[config.mk]
export PLATFORM = sky130hd
export DESIGN_NAME = peak_limiter_instant_attack_top_flat
export DESIGN_NICKNAME = d
export VERILOG_FILES = /design/src/design/plim_pkg.sv /design/src/design/plim_if.sv /design/src/design/plim_ctrl.sv /design/src/design/plim_dp.sv /design/src/design/peak_limiter_instant_attack_top.sv /design/src/flat_wrapper.sv
export SDC_FILE = /design/constraint.sdc
export NUM_CORES = 2
export LEC_CHECK = 0
export BUFFER_PORTS_ARGS = -buffer_cell sky130_fd_sc_hd__buf_4
export CORE_MARGIN = 5
export CORE_UTILIZATION = 58
export DETAILED_ROUTE_END_ITERATION = 10
export GPL_TIMING_DRIVEN = 0
export HOLD_SLACK_MARGIN = 0.15
export PLACE_DENSITY_LB_ADDON = 0.05
export SETUP_SLACK_MARGIN = 0.1
export SYNTH_ARGS = -nofsm -noshare
export SYNTH_HDL_FRONTEND = slang
export SYNTH_SLANG_ARGS = --single-unit
export TNS_END_PERCENT = 50
[constraint.sdc]
create_clock -name clk -period 9.6 [get_ports clk]
set_clock_uncertainty 0.15 [all_clocks]
set_input_delay 0 -clock clk [delete_from_list [all_inputs] [get_ports clk]]
set_output_delay 0 -clock clk [all_outputs]
set_load 0.01 [all_outputs]
[src/design/plim_pkg.sv]
// shared types and constants for the peak limiter
`default_nettype none

package plim_pkg;

	// gain, register and field widths
	localparam int GAIN_W    = 16;
	localparam int CEIL_W    = 16;
	localparam int COEF_W    = 24;
	localparam int CH_W      = 3;
	localparam int DIV_STEPS = 16;
	localparam int CNT_W     = 4;

	localparam logic [GAIN_W-1:0] UNITY_GAIN = 16'h8000;

	// configuration register defaults
	localparam logic [CEIL_W-1:0] CEILING_RST = 16'd29205;
	localparam logic [COEF_W-1:0] COEF_RST    = 24'd6990;

	// register decode, selected by paddr bit 2
	localparam logic REG_CEILING = 1'b0;
	localparam logic REG_COEF    = 1'b1;

	// controller to datapath commands
	typedef struct packed {
		logic capture;
		logic rel;
		logic mul;
		logic div_init;
		logic div_step;
		logic commit;
	} plim_cmd_t;

	// datapath to controller status
	typedef struct packed {
		logic over;
		logic div_last;
		logic out_full;
	} plim_sts_t;

endpackage

`default_nettype wire

[src/design/plim_if.sv]
// stream interfaces for the sample word and the result word
`default_nettype none

interface plim_in_if #(
	parameter int SAMPLE_BITS = 16
);
	logic                          valid;
	logic                          ready;
	logic signed [SAMPLE_BITS-1:0] sample_in;
	logic [2:0]                    channel;
	logic                          frame_first;

	modport source (output valid, output sample_in, output channel, output frame_first,
		input ready);
	modport sink (input valid, input sample_in, input channel, input frame_first,
		output ready);
endinterface

interface plim_out_if #(
	parameter int SAMPLE_BITS = 16
);
	logic                          valid;
	logic                          ready;
	logic signed [SAMPLE_BITS-1:0] sample_out;
	logic [15:0]                   gain_applied;
	logic [15:0]                   frame_min_gain;

	modport source (output valid, output sample_out, output gain_applied,
		output frame_min_gain, input ready);
	modport sink (input valid, input sample_out, input gain_applied,
		input frame_min_gain, output ready);
endinterface

`default_nettype wire

[src/design/plim_ctrl.sv]
// sequencing state machine of the peak limiter
`default_nettype none

module plim_ctrl (
	input  wire logic               clk,
	input  wire logic               arst_n,
	input  wire logic               in_valid,
	output logic                    in_ready,
	input  wire plim_pkg::plim_sts_t sts,
	output plim_pkg::plim_cmd_t     cmd
);
	import plim_pkg::*;

	typedef enum logic [5:0] {
		ST_IDLE = 6'b000001,
		ST_REL  = 6'b000010,
		ST_MUL  = 6'b000100,
		ST_CHK  = 6'b001000,
		ST_DIV  = 6'b010000,
		ST_OUT  = 6'b100000
	} state_t;

	state_t state_q, state_d;

	assign in_ready = (state_q == ST_IDLE);

	// next state and commands
	always_comb begin
		state_d = state_q;
		cmd     = '0;
		unique case (state_q)
			ST_IDLE: begin
				if (in_valid) begin
					cmd.capture = 1'b1;
					state_d     = ST_REL;
				end
			end
			ST_REL: begin
				cmd.rel = 1'b1;
				state_d = ST_MUL;
			end
			ST_MUL: begin
				cmd.mul = 1'b1;
				state_d = ST_CHK;
			end
			ST_CHK: begin
				if (sts.over) begin
					cmd.div_init = 1'b1;
					state_d      = ST_DIV;
				end else begin
					state_d = ST_OUT;
				end
			end
			ST_DIV: begin
				cmd.div_step = 1'b1;
				if (sts.div_last) begin
					state_d = ST_MUL;
				end
			end
			ST_OUT: begin
				// hold until the output register can take the word
				if (!sts.out_full) begin
					cmd.commit = 1'b1;
					state_d    = ST_IDLE;
				end
			end
			default: begin
				state_d = ST_IDLE;
			end
		endcase
	end

	// state register
	always_ff @(posedge clk or negedge arst_n) begin
		if (!arst_n) begin
			state_q <= ST_IDLE;
		end else begin
			state_q <= state_d;
		end
	end

	// a word is captured only in the idle state, and the capture starts the release step
	a_capture_idle: assert property (@(posedge clk) disable iff (!arst_n)
		cmd.capture |=> state_q == ST_REL)
		else $error("capture did not start the release step");

	// the divider is left only after its last step
	a_div_exit: assert property (@(posedge clk) disable iff (!arst_n)
		(state_q == ST_DIV && !sts.div_last) |=> state_q == ST_DIV)
		else $error("divider left early");

	// no commit while the output register is still held
	a_commit_room: assert property (@(posedge clk) disable iff (!arst_n)
		cmd.commit |-> !sts.out_full)
		else $error("commit into a full output register");

endmodule

`default_nettype wire

[src/design/plim_dp.sv]
// gain store, release, limit divider and output register of the peak limiter
`default_nettype none

module plim_dp #(
	parameter int CHANNELS    = 8,
	parameter int SAMPLE_BITS = 16
) (
	input  wire logic                          clk,
	input  wire logic                          arst_n,
	input  wire plim_pkg::plim_cmd_t           cmd,
	output plim_pkg::plim_sts_t                sts,
	input  wire logic signed [SAMPLE_BITS-1:0] sample_in,
	input  wire logic [plim_pkg::CH_W-1:0]     channel,
	input  wire logic                          frame_first,
	input  wire logic [plim_pkg::CEIL_W-1:0]   ceiling,
	input  wire logic [plim_pkg::COEF_W-1:0]   release_coef,
	plim_out_if.source                         dout
);
	import plim_pkg::*;

	localparam int SB = SAMPLE_BITS;
	localparam int LW = CEIL_W + SB - 1;   // limit width
	localparam int PW = SB + GAIN_W;       // magnitude times gain
	localparam int IW = (CHANNELS > 1) ? $clog2(CHANNELS) : 1;

	// captured word
	logic signed [SB-1:0] sample_q;
	logic [CH_W-1:0]      ch_q;
	logic                 first_q;

	// working registers
	logic [GAIN_W-1:0]    gain_q;
	logic [PW-1:0]        prod_q;
	logic [SB-1:0]        rem_q;
	logic [DIV_STEPS-1:0] dq_q;
	logic [CNT_W-1:0]     cnt_q;
	logic [GAIN_W-1:0]    min_q;
	logic [GAIN_W-1:0]    gain_mem_q [CHANNELS];

	// output register
	logic                 out_valid_q;
	logic [SB-1:0]        sample_out_q;
	logic [GAIN_W-1:0]    gain_out_q;
	logic [GAIN_W-1:0]    min_out_q;

	logic                 neg;
	logic [SB-1:0]        mag;
	logic                 ch_ok;
	logic [IW-1:0]        idx;
	logic [GAIN_W-1:0]    gain_rd;
	logic [GAIN_W-1:0]    diff;
	logic [39:0]          rel_prod;
	logic [GAIN_W:0]      rel_sum;
	logic [LW-1:0]        limit;
	logic [SB:0]          trial;
	logic                 trial_ge;
	logic [SB:0]          trial_sub;
	logic [SB-1:0]        res;
	logic [SB-1:0]        res_signed;
	logic [GAIN_W-1:0]    min_base;
	logic [GAIN_W-1:0]    min_new;

	// sample magnitude and channel range
	assign neg   = sample_q[SB-1];
	assign mag   = neg ? (~sample_q + 1'b1) : sample_q;
	assign ch_ok = int'(ch_q) < CHANNELS;
	assign idx   = IW'(ch_q);

	// release toward unity
	assign gain_rd  = ch_ok ? gain_mem_q[idx] : UNITY_GAIN;
	assign diff     = UNITY_GAIN - gain_rd;
	assign rel_prod = 40'(diff) * 40'(release_coef);
	assign rel_sum  = {1'b0, gain_rd} + {1'b0, rel_prod[39:24]};

	// limit check against ceiling scaled to sample full scale
	assign limit    = {ceiling, {(SB-1){1'b0}}};
	assign sts.over = ch_ok && (prod_q > {1'b0, limit});

	// one restoring division step
	assign trial     = {rem_q, dq_q[DIV_STEPS-1]};
	assign trial_ge  = trial >= {1'b0, mag};
	assign trial_sub = trial - {1'b0, mag};

	assign sts.div_last = (cnt_q == CNT_W'(DIV_STEPS - 1));
	assign sts.out_full = out_valid_q && !dout.ready;

	// result sample and frame minimum
	assign res        = prod_q[SB+14:15];
	assign res_signed = neg ? (~res + 1'b1) : res;
	assign min_base   = first_q ? UNITY_GAIN : min_q;
	assign min_new    = (ch_ok && gain_q < min_base) ? gain_q : min_base;

	// capture, release, multiply, divide and output word
	always_ff @(posedge clk) begin
		if (cmd.capture) begin
			sample_q <= sample_in;
			ch_q     <= channel;
			first_q  <= frame_first;
		end
		if (cmd.rel) begin
			gain_q <= rel_sum[GAIN_W-1:0];
		end
		if (cmd.mul) begin
			prod_q <= PW'(mag) * PW'(gain_q);
		end
		if (cmd.div_init) begin
			rem_q <= SB'(limit[LW-1:DIV_STEPS]);
			dq_q  <= limit[DIV_STEPS-1:0];
			cnt_q <= '0;
		end else if (cmd.div_step) begin
			rem_q <= trial_ge ? trial_sub[SB-1:0] : trial[SB-1:0];
			dq_q  <= {dq_q[DIV_STEPS-2:0], trial_ge};
			cnt_q <= cnt_q + 1'b1;
			if (sts.div_last) begin
				gain_q <= {dq_q[DIV_STEPS-2:0], trial_ge};
			end
		end
		if (cmd.commit) begin
			sample_out_q <= res_signed;
			gain_out_q   <= gain_q;
			min_out_q    <= min_new;
		end
	end

	// per-channel gain and frame minimum
	always_ff @(posedge clk or negedge arst_n) begin
		if (!arst_n) begin
			for (int i = 0; i < CHANNELS; i++) begin
				gain_mem_q[i] <= UNITY_GAIN;
			end
			min_q <= UNITY_GAIN;
		end else if (cmd.commit) begin
			if (ch_ok) begin
				gain_mem_q[idx] <= gain_q;
			end
			min_q <= min_new;
		end
	end

	// output word valid
	always_ff @(posedge clk or negedge arst_n) begin
		if (!arst_n) begin
			out_valid_q <= 1'b0;
		end else if (cmd.commit) begin
			out_valid_q <= 1'b1;
		end else if (dout.ready) begin
			out_valid_q <= 1'b0;
		end
	end

	assign dout.valid          = out_valid_q;
	assign dout.sample_out     = sample_out_q;
	assign dout.gain_applied   = gain_out_q;
	assign dout.frame_min_gain = min_out_q;

	// after a cut the gain no longer exceeds the ceiling
	a_cut_settles: assert property (@(posedge clk) disable iff (!arst_n)
		(cmd.mul && $past(cmd.div_step)) |=> !sts.over)
		else $error("gain still over the ceiling after division");

	// gains reported never exceed unity
	a_gain_range: assert property (@(posedge clk) disable iff (!arst_n)
		out_valid_q |-> (gain_out_q <= UNITY_GAIN && min_out_q <= gain_out_q)
			|| (out_valid_q && min_out_q <= UNITY_GAIN && gain_out_q == UNITY_GAIN))
		else $error("reported gain out of range");

	// a commit always presents a word next cycle
	a_commit_valid: assert property (@(posedge clk) disable iff (!arst_n)
		cmd.commit |=> out_valid_q)
		else $error("committed word not presented");

endmodule

`default_nettype wire

[src/design/peak_limiter_instant_attack_top.sv]
// Peak limiter, instant attack and exponential release, one gain per channel.
// Each accepted word passes the release, multiply and check states; when the
// limit engages, a 16-step restoring divider computes the new gain first.
// A new word is taken only after the previous result has been committed, and
// the commit waits while the output register still holds an untaken word.
// Reset (asynchronous, active low): all channel gains and the frame minimum
// return to unity, ceiling and release coefficient to their defaults.
`default_nettype none

module peak_limiter_instant_attack_top #(
	parameter int CHANNELS    = 8,
	parameter int SAMPLE_BITS = 16
) (
	input  wire logic        clk,
	input  wire logic        arst_n,
	plim_in_if.sink          din,
	plim_out_if.source       dout,
	input  wire logic        psel,
	input  wire logic        penable,
	input  wire logic        pwrite,
	input  wire logic [2:0]  paddr,
	input  wire logic [31:0] pwdata,
	output logic [31:0]      prdata,
	output logic             pready
);
	import plim_pkg::*;

	logic [CEIL_W-1:0] ceiling_q;
	logic [COEF_W-1:0] coef_q;
	logic              wr_en;
	logic              in_ready;
	plim_cmd_t         cmd;
	plim_sts_t         sts;

	// configuration registers
	assign pready = 1'b1;
	assign wr_en  = psel && penable && pwrite && pready;

	always_ff @(posedge clk or negedge arst_n) begin
		if (!arst_n) begin
			ceiling_q <= CEILING_RST;
			coef_q    <= COEF_RST;
		end else if (wr_en) begin
			case (paddr[2])
				REG_CEILING: ceiling_q <= pwdata[CEIL_W-1:0];
				REG_COEF:    coef_q    <= pwdata[COEF_W-1:0];
				default:     ;
			endcase
		end
	end

	// register read back
	always_comb begin
		case (paddr[2])
			REG_CEILING: prdata = {16'd0, ceiling_q};
			REG_COEF:    prdata = {8'd0, coef_q};
			default:     prdata = '0;
		endcase
	end

	assign din.ready = in_ready;

	plim_ctrl u_ctrl (
		.clk      (clk),
		.arst_n   (arst_n),
		.in_valid (din.valid),
		.in_ready (in_ready),
		.sts      (sts),
		.cmd      (cmd)
	);

	plim_dp #(
		.CHANNELS    (CHANNELS),
		.SAMPLE_BITS (SAMPLE_BITS)
	) u_dp (
		.clk          (clk),
		.arst_n       (arst_n),
		.cmd          (cmd),
		.sts          (sts),
		.sample_in    (din.sample_in),
		.channel      (din.channel),
		.frame_first  (din.frame_first),
		.ceiling      (ceiling_q),
		.release_coef (coef_q),
		.dout         (dout)
	);

endmodule

`default_nettype wire
[src/flat_wrapper.sv]
// flat-port wrapper written by rule: the top's interface ports become plain ports
module peak_limiter_instant_attack_top_flat import plim_pkg::*;
#(
	parameter int CHANNELS    = 8,
	parameter int SAMPLE_BITS = 16
)
  (clk, arst_n, psel, penable, pwrite, paddr, pwdata, prdata, pready, din_valid, din_sample_in, din_channel, din_frame_first, din_ready, dout_valid, dout_sample_out, dout_gain_applied, dout_frame_min_gain, dout_ready);
  plim_in_if #(.SAMPLE_BITS(SAMPLE_BITS)) din_i ();
  plim_out_if #(.SAMPLE_BITS(SAMPLE_BITS)) dout_i ();
  input  wire logic clk;
  input  wire logic arst_n;
  input  wire logic psel;
  input  wire logic penable;
  input  wire logic pwrite;
  input  wire logic [2:0] paddr;
  input  wire logic [31:0] pwdata;
  output logic [31:0] prdata;
  output logic pready;
  input wire logic [$bits(din_i.valid)-1:0] din_valid;
  input wire logic [$bits(din_i.sample_in)-1:0] din_sample_in;
  input wire logic [$bits(din_i.channel)-1:0] din_channel;
  input wire logic [$bits(din_i.frame_first)-1:0] din_frame_first;
  output wire logic [$bits(din_i.ready)-1:0] din_ready;
  output wire logic [$bits(dout_i.valid)-1:0] dout_valid;
  output wire logic [$bits(dout_i.sample_out)-1:0] dout_sample_out;
  output wire logic [$bits(dout_i.gain_applied)-1:0] dout_gain_applied;
  output wire logic [$bits(dout_i.frame_min_gain)-1:0] dout_frame_min_gain;
  input wire logic [$bits(dout_i.ready)-1:0] dout_ready;
  assign din_i.valid = din_valid;
  assign din_i.sample_in = din_sample_in;
  assign din_i.channel = din_channel;
  assign din_i.frame_first = din_frame_first;
  assign din_ready = din_i.ready;
  assign dout_valid = dout_i.valid;
  assign dout_sample_out = dout_i.sample_out;
  assign dout_gain_applied = dout_i.gain_applied;
  assign dout_frame_min_gain = dout_i.frame_min_gain;
  assign dout_i.ready = dout_ready;
  peak_limiter_instant_attack_top #(.CHANNELS(CHANNELS), .SAMPLE_BITS(SAMPLE_BITS)) u_core (.clk(clk), .arst_n(arst_n), .din(din_i), .dout(dout_i), .psel(psel), .penable(penable), .pwrite(pwrite), .paddr(paddr), .pwdata(pwdata), .prdata(prdata), .pready(pready));
endmodule
Yosys cells after proc, flatten, opt, wreduce, memory -nomap -nowiden
Index checks and enable logic that the tools add are counted.
{"block": "word_totals", "reg_bits": 343, "latch_bits": 0, "mem_bits_rw": 0, "romBits": 0, "in_bits": 62, "out_inout_bits": 83, "mem_count": 0}
{"block": "classes", "n_addsub": 6, "mul": 2, "div": 0, "order_cmp": 5, "eq_ne": 10, "shift": 0, "mux": 36, "bitwise": 4, "reduce_logical": 10}
{"cell": "$mux 16", "count": 14}
{"cell": "$bwmux 128", "count": 1}
{"cell": "$pmux 32 s2", "count": 1}
{"cell": "$bmux 16 s3", "count": 1}
{"cell": "$demux 16 s3", "count": 1}
{"cell": "$mul 16x24->40", "count": 1}
{"cell": "$pmux 6 s6", "count": 1}
{"cell": "$add 16x1->16 const B", "count": 2}
{"cell": "$gt 32x31->1", "count": 1}
{"cell": "$mul 16x16->32", "count": 1}
{"cell": "$not 16->16", "count": 2}
{"cell": "$mux 15", "count": 2}
{"cell": "$mux 6", "count": 4}
{"cell": "$ge 17x16->1", "count": 1}
{"cell": "$add 16x16->16", "count": 1}
{"cell": "$lt 16x16->1", "count": 1}
{"cell": "$sub 16x16->16", "count": 1}
{"cell": "$sub 16x16->16 const A", "count": 1}
{"cell": "$mux 1", "count": 11}
{"cell": "$eq 6x1->1 const B", "count": 1}
{"cell": "$eq 6x2->1 const B", "count": 1}
{"cell": "$eq 6x3->1 const B", "count": 1}
{"cell": "$eq 6x4->1 const B", "count": 1}
{"cell": "$eq 6x5->1 const B", "count": 1}
{"cell": "other kinds (14)", "count": 20}

Longest topological paths before layout
{"block": "depth", "ltp_word": 11, "depth_mapped": 49, "mapped_depth_nobuf": 45}

Hierarchy
Synthesis repeated with hierarchy kept, for this count alone.
{"block": "unflattened", "hier_cells": 3644, "area_unflattened_um2": 36876.6}
{"mod": "plim_dp", "instances": 1, "cells_each": 3481, "area_each_um2": 34585.7, "seq_area_each_um2": 7843.8}
{"mod": "peak_limiter_instant_attack_top", "instances": 1, "cells_each": 123, "area_each_um2": 1911.8, "seq_area_each_um2": 1019.7}
{"mod": "plim_ctrl", "instances": 1, "cells_each": 40, "area_each_um2": 379.1, "seq_area_each_um2": 151.4}

Least setup slack after synthesis
OpenSTA, ideal clock, no wires.
{"block": "synth_path", "path_type": "reg2reg", "start": "register u_core.u_dp.ch_q[1]", "end": "register u_core.u_dp.gain_q[15]", "setup_time_ns": 0.127, "arrival_ns": 9.835, "required_time_ns": 9.323, "path_slack_ns": -0.512, "stages_incl_launch_ff": 42, "path_buffers": 4, "synth_period_minus_slack_ns": 10.112, "cell_sequence": "edfxtp_1 > buf_6 > buf_6 > mux4_2 > mux2_2 > clkbuf_1 > inv_1 > ha_1 > inv_1 > nor3_1 > nand2b_1 > nor3_1 > xnor2_1 > clkbuf_1 > nand2_1 > fa_1 > inv_1 > fa_1 > [... 6 more ...] > ha_1 > a21o_1 > a211o_1 > and4b_1 > a21oi_1 > a21o_1 > xor2_1 > ha_1 > a21o_1 > a21oi_1 > nor2b_1 > o21a_1 > o41ai_1 > o2111ai_1 > a21oi_1 > xnor2_1 > xnor2_1 > o21ai_1"}
{"block": "synth_via", "elab_chain_cells": 11}
{"item": "start: declaration", "line": "plim_dp.sv:28", "rtl": "logic [CH_W-1:0] ch_q;"}
{"item": "start signal: assignment", "line": "plim_dp.sv:97", "rtl": "ch_q <= channel;"}
{"item": "$not 3->4 (not written as such) (*)", "line": "plim_dp.sv:70", "rtl": "assign gain_rd = ch_ok ? gain_mem_q[idx] : UNITY_GAIN;"}
{"item": "$bmux 16 s3 (*)", "line": "plim_dp.sv:70"}
{"item": "$mux 16 (not written as such) (*) (2 in a row)", "line": "plim_dp.sv:70"}
{"item": "$sub 16x16->16", "line": "plim_dp.sv:71", "rtl": "assign diff = UNITY_GAIN - gain_rd;"}
{"item": "$mul 16x24->40", "line": "plim_dp.sv:72", "rtl": "assign rel_prod = 40'(diff) * 40'(release_coef);"}
{"item": "$add 16x16->16 (*)", "line": "plim_dp.sv:73", "rtl": "assign rel_sum = {1'b0, gain_rd} + {1'b0, rel_prod[39:24]};"}
{"item": "$mux 16 (*)", "line": "plim_dp.sv:100", "rtl": "if (cmd.rel) begin"}
{"item": "$mux 16", "line": "plim_dp.sv:114", "rtl": "if (sts.div_last) begin"}
{"item": "$mux 16", "line": "plim_dp.sv:110", "rtl": "end else if (cmd.div_step) begin"}
{"item": "$mux 16 (*)", "line": "plim_dp.sv:106", "rtl": "if (cmd.div_init) begin"}
{"item": "end signal: assignment", "line": "plim_dp.sv:101", "rtl": "gain_q <= rel_sum[GAIN_W-1:0];"}
{"item": "end signal: assignment", "line": "plim_dp.sv:115", "rtl": "gain_q <= {dq_q[DIV_STEPS-2:0], trial_ge};"}
{"item": "end: declaration", "line": "plim_dp.sv:32", "rtl": "logic [GAIN_W-1:0] gain_q;"}
Every way passes the cells marked *; elsewhere a longest branch is shown, timed or not. The select of a mux whose other input is x is not followed.
A chain may end at the register's enable or synchronous reset.

Worst setup path in the final report
{"block": "layout_path", "start": "register u_core.u_dp.ch_q[1]", "end": "register u_core.u_dp.gain_q[9]"}
Same word-level chain as after synthesis.

==> summary.txt <==
Yosys
  – Count of flip-flops with a built-in enable after synthesis: 116
  – Post-synth top cells: 668 x sky130_fd_sc_hd__inv_1, 582 x sky130_fd_sc_hd__nand2_1, 501 x sky130_fd_sc_hd__fa_1
  – Post-synthesis cell count: approximately 3800
  – Netlist Area Pre-Place: 36860 um^2
  – Share of synthesized area occupied by flip-flops and latches: 0.2446
  – Ranking of synthesized cells by area: sky130_fd_sc_hd__fa_1 27%, sky130_fd_sc_hd__dfrtp_1 11%, sky130_fd_sc_hd__ha_1 9.5%
  – Post-synth cell types: slightly above 80
  – Synth Area per Inst: around 9.8 um^2
  – Proportion of synthesized flip-flops having asynchronous set or reset: 0.5569
  – FF+latch count, synth: 343
  – Most frequently used cell type in the post-synthesis netlist: sky130_fd_sc_hd__inv_1
  – Main synth FF type: sky130_fd_sc_hd__dfrtp_1
  – Most area-hungry cell type in the Yosys netlist: sky130_fd_sc_hd__fa_1
  – YS warnings: 0
  – Top-area cell type share of the netlist area: 0.2721

Route
  – Final wirelength: 106600 um
  – Overall via count from detail_route: 27860
  – Routed WL per cell: between 20 and 25 um
  – Post-route antenna net violation count: 0
  – Number of DRC violations after detailed-routing iteration 0: between 1500 and 2000
  – First-pass iteration count of the detailed router: 6
  – Number of DRC violations after detailed routing: 0
  – Via density per instance: 5.578

Floorplan
  – Starting Density: 0.5854
  – Core Box Area: 62970 um^2
  – Die height: 262.1 um
  – Die Footprint: 68690 um^2
  – Number of rows created at floorplan: 92
  – Count of pins on the block boundary: 145
  – Width of the die: 262.1 um

Placement
  – Port buffer count: 124
  – HPWL after detailed placement: 80020 um
  – Routability congestion estimate: 0.9110

Clock network
  – TritonCTS clock tree: done
  – Clock slew at the register clock pins of the worst setup and hold paths: ~0.060 ns
  – Number of sinks handled by clock tree synthesis: about 340
  – H-tree Lvls: 2
  – Clock buffers created by TritonCTS: 41
  – Insertion delay to the later sink of the worst-skew pair: 0.59 ns
  – Maximum buffer depth of the clock tree: 3
  – Master cell of the clock root buffer: sky130_fd_sc_hd__clkbuf_16

Layout
  – Antenna diodes: 0
  – Layout Area Growth over Synthesis: 17.14%
  – Proportion of layout cells with a drive suffix above 1: 0.1702
  – Final Net Count: about 5000

STA
  – Count of final hold-check violations: 0
  – Max-slew headroom: 0.03512
  – Final Max Tran Viols: 0
  – Setup_tns: -5.957 ns
  – Share of the cycle needed by the critical path after routing: 1.078
  – Unrepaired setup endpoints after global routing: true
  – Post-route minimum period: 10.35 ns
  – Final critical-path setup slack: -0.7462 ns
  – Measured slew at the worst slew-check pin: 1.447 ns
  – Final setup violation count: 10
  – Peak Freq: slightly below 0.1 GHz

Run
  – Reported max-cap violation count: 0

Critical path
  – Worst path max stage delay: ~0.57 ns
  – Launching point of the worst reg2reg path: u_core.u_dp.ch_q[1]$_DFFE_PP_
  – R2r setup slk: -0.75 ns
  – Data arrival, critical path: 10.66 ns
  – R2R depth: 40
  – CP Capture Type: flip-flop
  – Worst setup path start: u_core.u_dp.ch_q[1]$_DFFE_PP_
  – Slowest cell on the critical path: sky130_fd_sc_hd__fa_1
  – Critical Setup Path Class: reg2reg
  – Required time at the worst-slack endpoint: 9.91 ns
  – Startpoint types: flip-flop
  – Largest driver fanout on the critical path: 5
  – Endpoint of the worst register-to-register path: u_core.u_dp.gain_q[9]$_DFF_P_
  – Most common cell type on the critical path: sky130_fd_sc_hd__fa_1

Global route
  – Number of antenna violations at the first check in global routing: 4
  – Vias in the first global route: 28540
  – Wire length of the first global-routing pass: 164400 um
  – Residual overflow from global routing: 0
  – Maximum number of pins on one net before global-route repair: 124
  – All-Layer GR Usage: 0.3123

Hold path
  – Hold Path Depth: 3
  – Min-Delay Endpoint: u_core.ceiling_q[13]$_DFFE_PN1P_
  – Launch point of the worst hold path: pwdata[13]
  – Kind of path behind the tightest hold check: in2reg

Status
  – Status: finished, violations left
  – Failing checks: negative setup slack
worst max-delay path, delay by kind of cell, from the launching register on:
| family | cells | cell delay (ns) |
|---|---|---|
| xor+xnor | 3 | 0.57 |
| simple gates | 8 | 1.98 |
| flops | 1 | 0.35 |
| fa+ha+maj | 8 | 3.46 |
| buf+inv | 8 | 0.98 |
| compound gates | 11 | 1.89 |
| mux | 2 | 0.82 |
through the flow:
step                      utilization  area, um^2  hold WS, ns  std cells  worst slack, ns
after floorplan                     -       36970      -0.4456       3758           0.1059
after global placement         0.6187       38960      0.02784       4728           -2.258
after detailed placement       0.6210       39100      -0.1273       4736           -2.239
after CTS                      0.6746       42470       0.1587       4958          -0.7989
after global routing           0.6857       43180       0.1758       4994           -1.015
final                          0.6857       43180       0.1777       4994          -0.7462
layer usage:
| layer | track usage | vias up | wire (um) |
|---|---|---|---|
| li1 | - | 12540 | - |
| met1 | 0.4243 | 14060 | 43990 |
| met2 | 0.5209 | 1040 | 50920 |
| met3 | 0.04910 | 210 | 7579 |
| met4 | 0.1005 | 2 | 4066 |
| met5 | 0 | - | 13 |
repair_timing:
item	4_1_cts	5_1_grt
cloned	0	1
buffers inserted	48	40
pin swaps	55	99
resized for setup	129	130
hold buffers	99	0
endpoints found under the setup margin	25	21
hold endpoints to repair	246	0
worst max path at each step:
stage                                           endpoint  depth (start not counted)
after global routing      u_core.u_dp.gain_q[11]$_DFF_P_                         44
after CTS                 u_core.u_dp.gain_q[15]$_DFF_P_                         41
after detailed placement  u_core.u_dp.gain_q[15]$_DFF_P_                         42
final                      u_core.u_dp.gain_q[9]$_DFF_P_                         40
after global placement    u_core.u_dp.gain_q[15]$_DFF_P_                         42
after floorplan           u_core.u_dp.gain_q[15]$_DFF_P_                         44
cell families after synthesis:
group           count (synthesis)  share of synthesized area
simple gates                 1040                     0.1327
buf+inv                       874                    0.09145
fa+ha+maj                     781                     0.3672
compound gates                376                    0.06480
flops                         343                     0.2446
mux                           222                    0.07169
xor+xnor                      113                    0.02746
other cells                     2                  0.0002037
flip-flops by register name (all words and copies together) (netlist names):
name,flops
u_core.u_dp.gain_mem_q,128
u_core.u_dp.prod_q,32
u_core.coef_q,24
u_core.ceiling_q,16
u_core.u_dp.dout.frame_min_gain,16
u_core.u_dp.dout.gain_applied,16
u_core.u_dp.dout.sample_out,16
u_core.u_dp.dq_q,16
u_core.u_dp.gain_q,16
u_core.u_dp.min_q,16
u_core.u_dp.rem_q,16
u_core.u_dp.sample_q,16
u_core.u_ctrl.state_q,6
u_core.u_dp.cnt_q,4
u_core.u_dp.ch_q,3
u_core.u_dp.dout.valid,1
u_core.u_dp.first_q,1
cell type report:
type | count | area, um^2
plain buffers | 202 | 1061
clock buffers | 52 | 1129
clock inverters | 24 | 321.6
fillers | 4901 | 19790
inverters | 669 | 2516
multi-input cells | 2541 | 25260
flip-flops and latches | 343 | 9015
well taps | 846 | 1059
repair buffers | 317 | 2815
placed cells by master (no fill, tap or decap), types with 72 or more instances in the layout:
| cell type | n |
|---|---|
| sky130_fd_sc_hd__inv_1 | 657 |
| sky130_fd_sc_hd__nand2_1 | 572 |
| sky130_fd_sc_hd__fa_1 | 491 |
| sky130_fd_sc_hd__ha_1 | 271 |
| sky130_fd_sc_hd__buf_4 | 208 |
| sky130_fd_sc_hd__and2_1 | 202 |
| sky130_fd_sc_hd__mux2_2 | 171 |
| sky130_fd_sc_hd__dfrtp_1 | 166 |
| sky130_fd_sc_hd__clkbuf_1 | 133 |
| sky130_fd_sc_hd__edfxtp_1 | 116 |
| sky130_fd_sc_hd__o21ai_0 | 98 |
| sky130_fd_sc_hd__dlygate4sd3_1 | 98 |
| sky130_fd_sc_hd__a21oi_1 | 78 |
| sky130_fd_sc_hd__xnor2_1 | 72 |
Power is left out: the tool's default activity adds up to more than one toggle a clock period on the data nets, which glitch-free logic cannot reach.
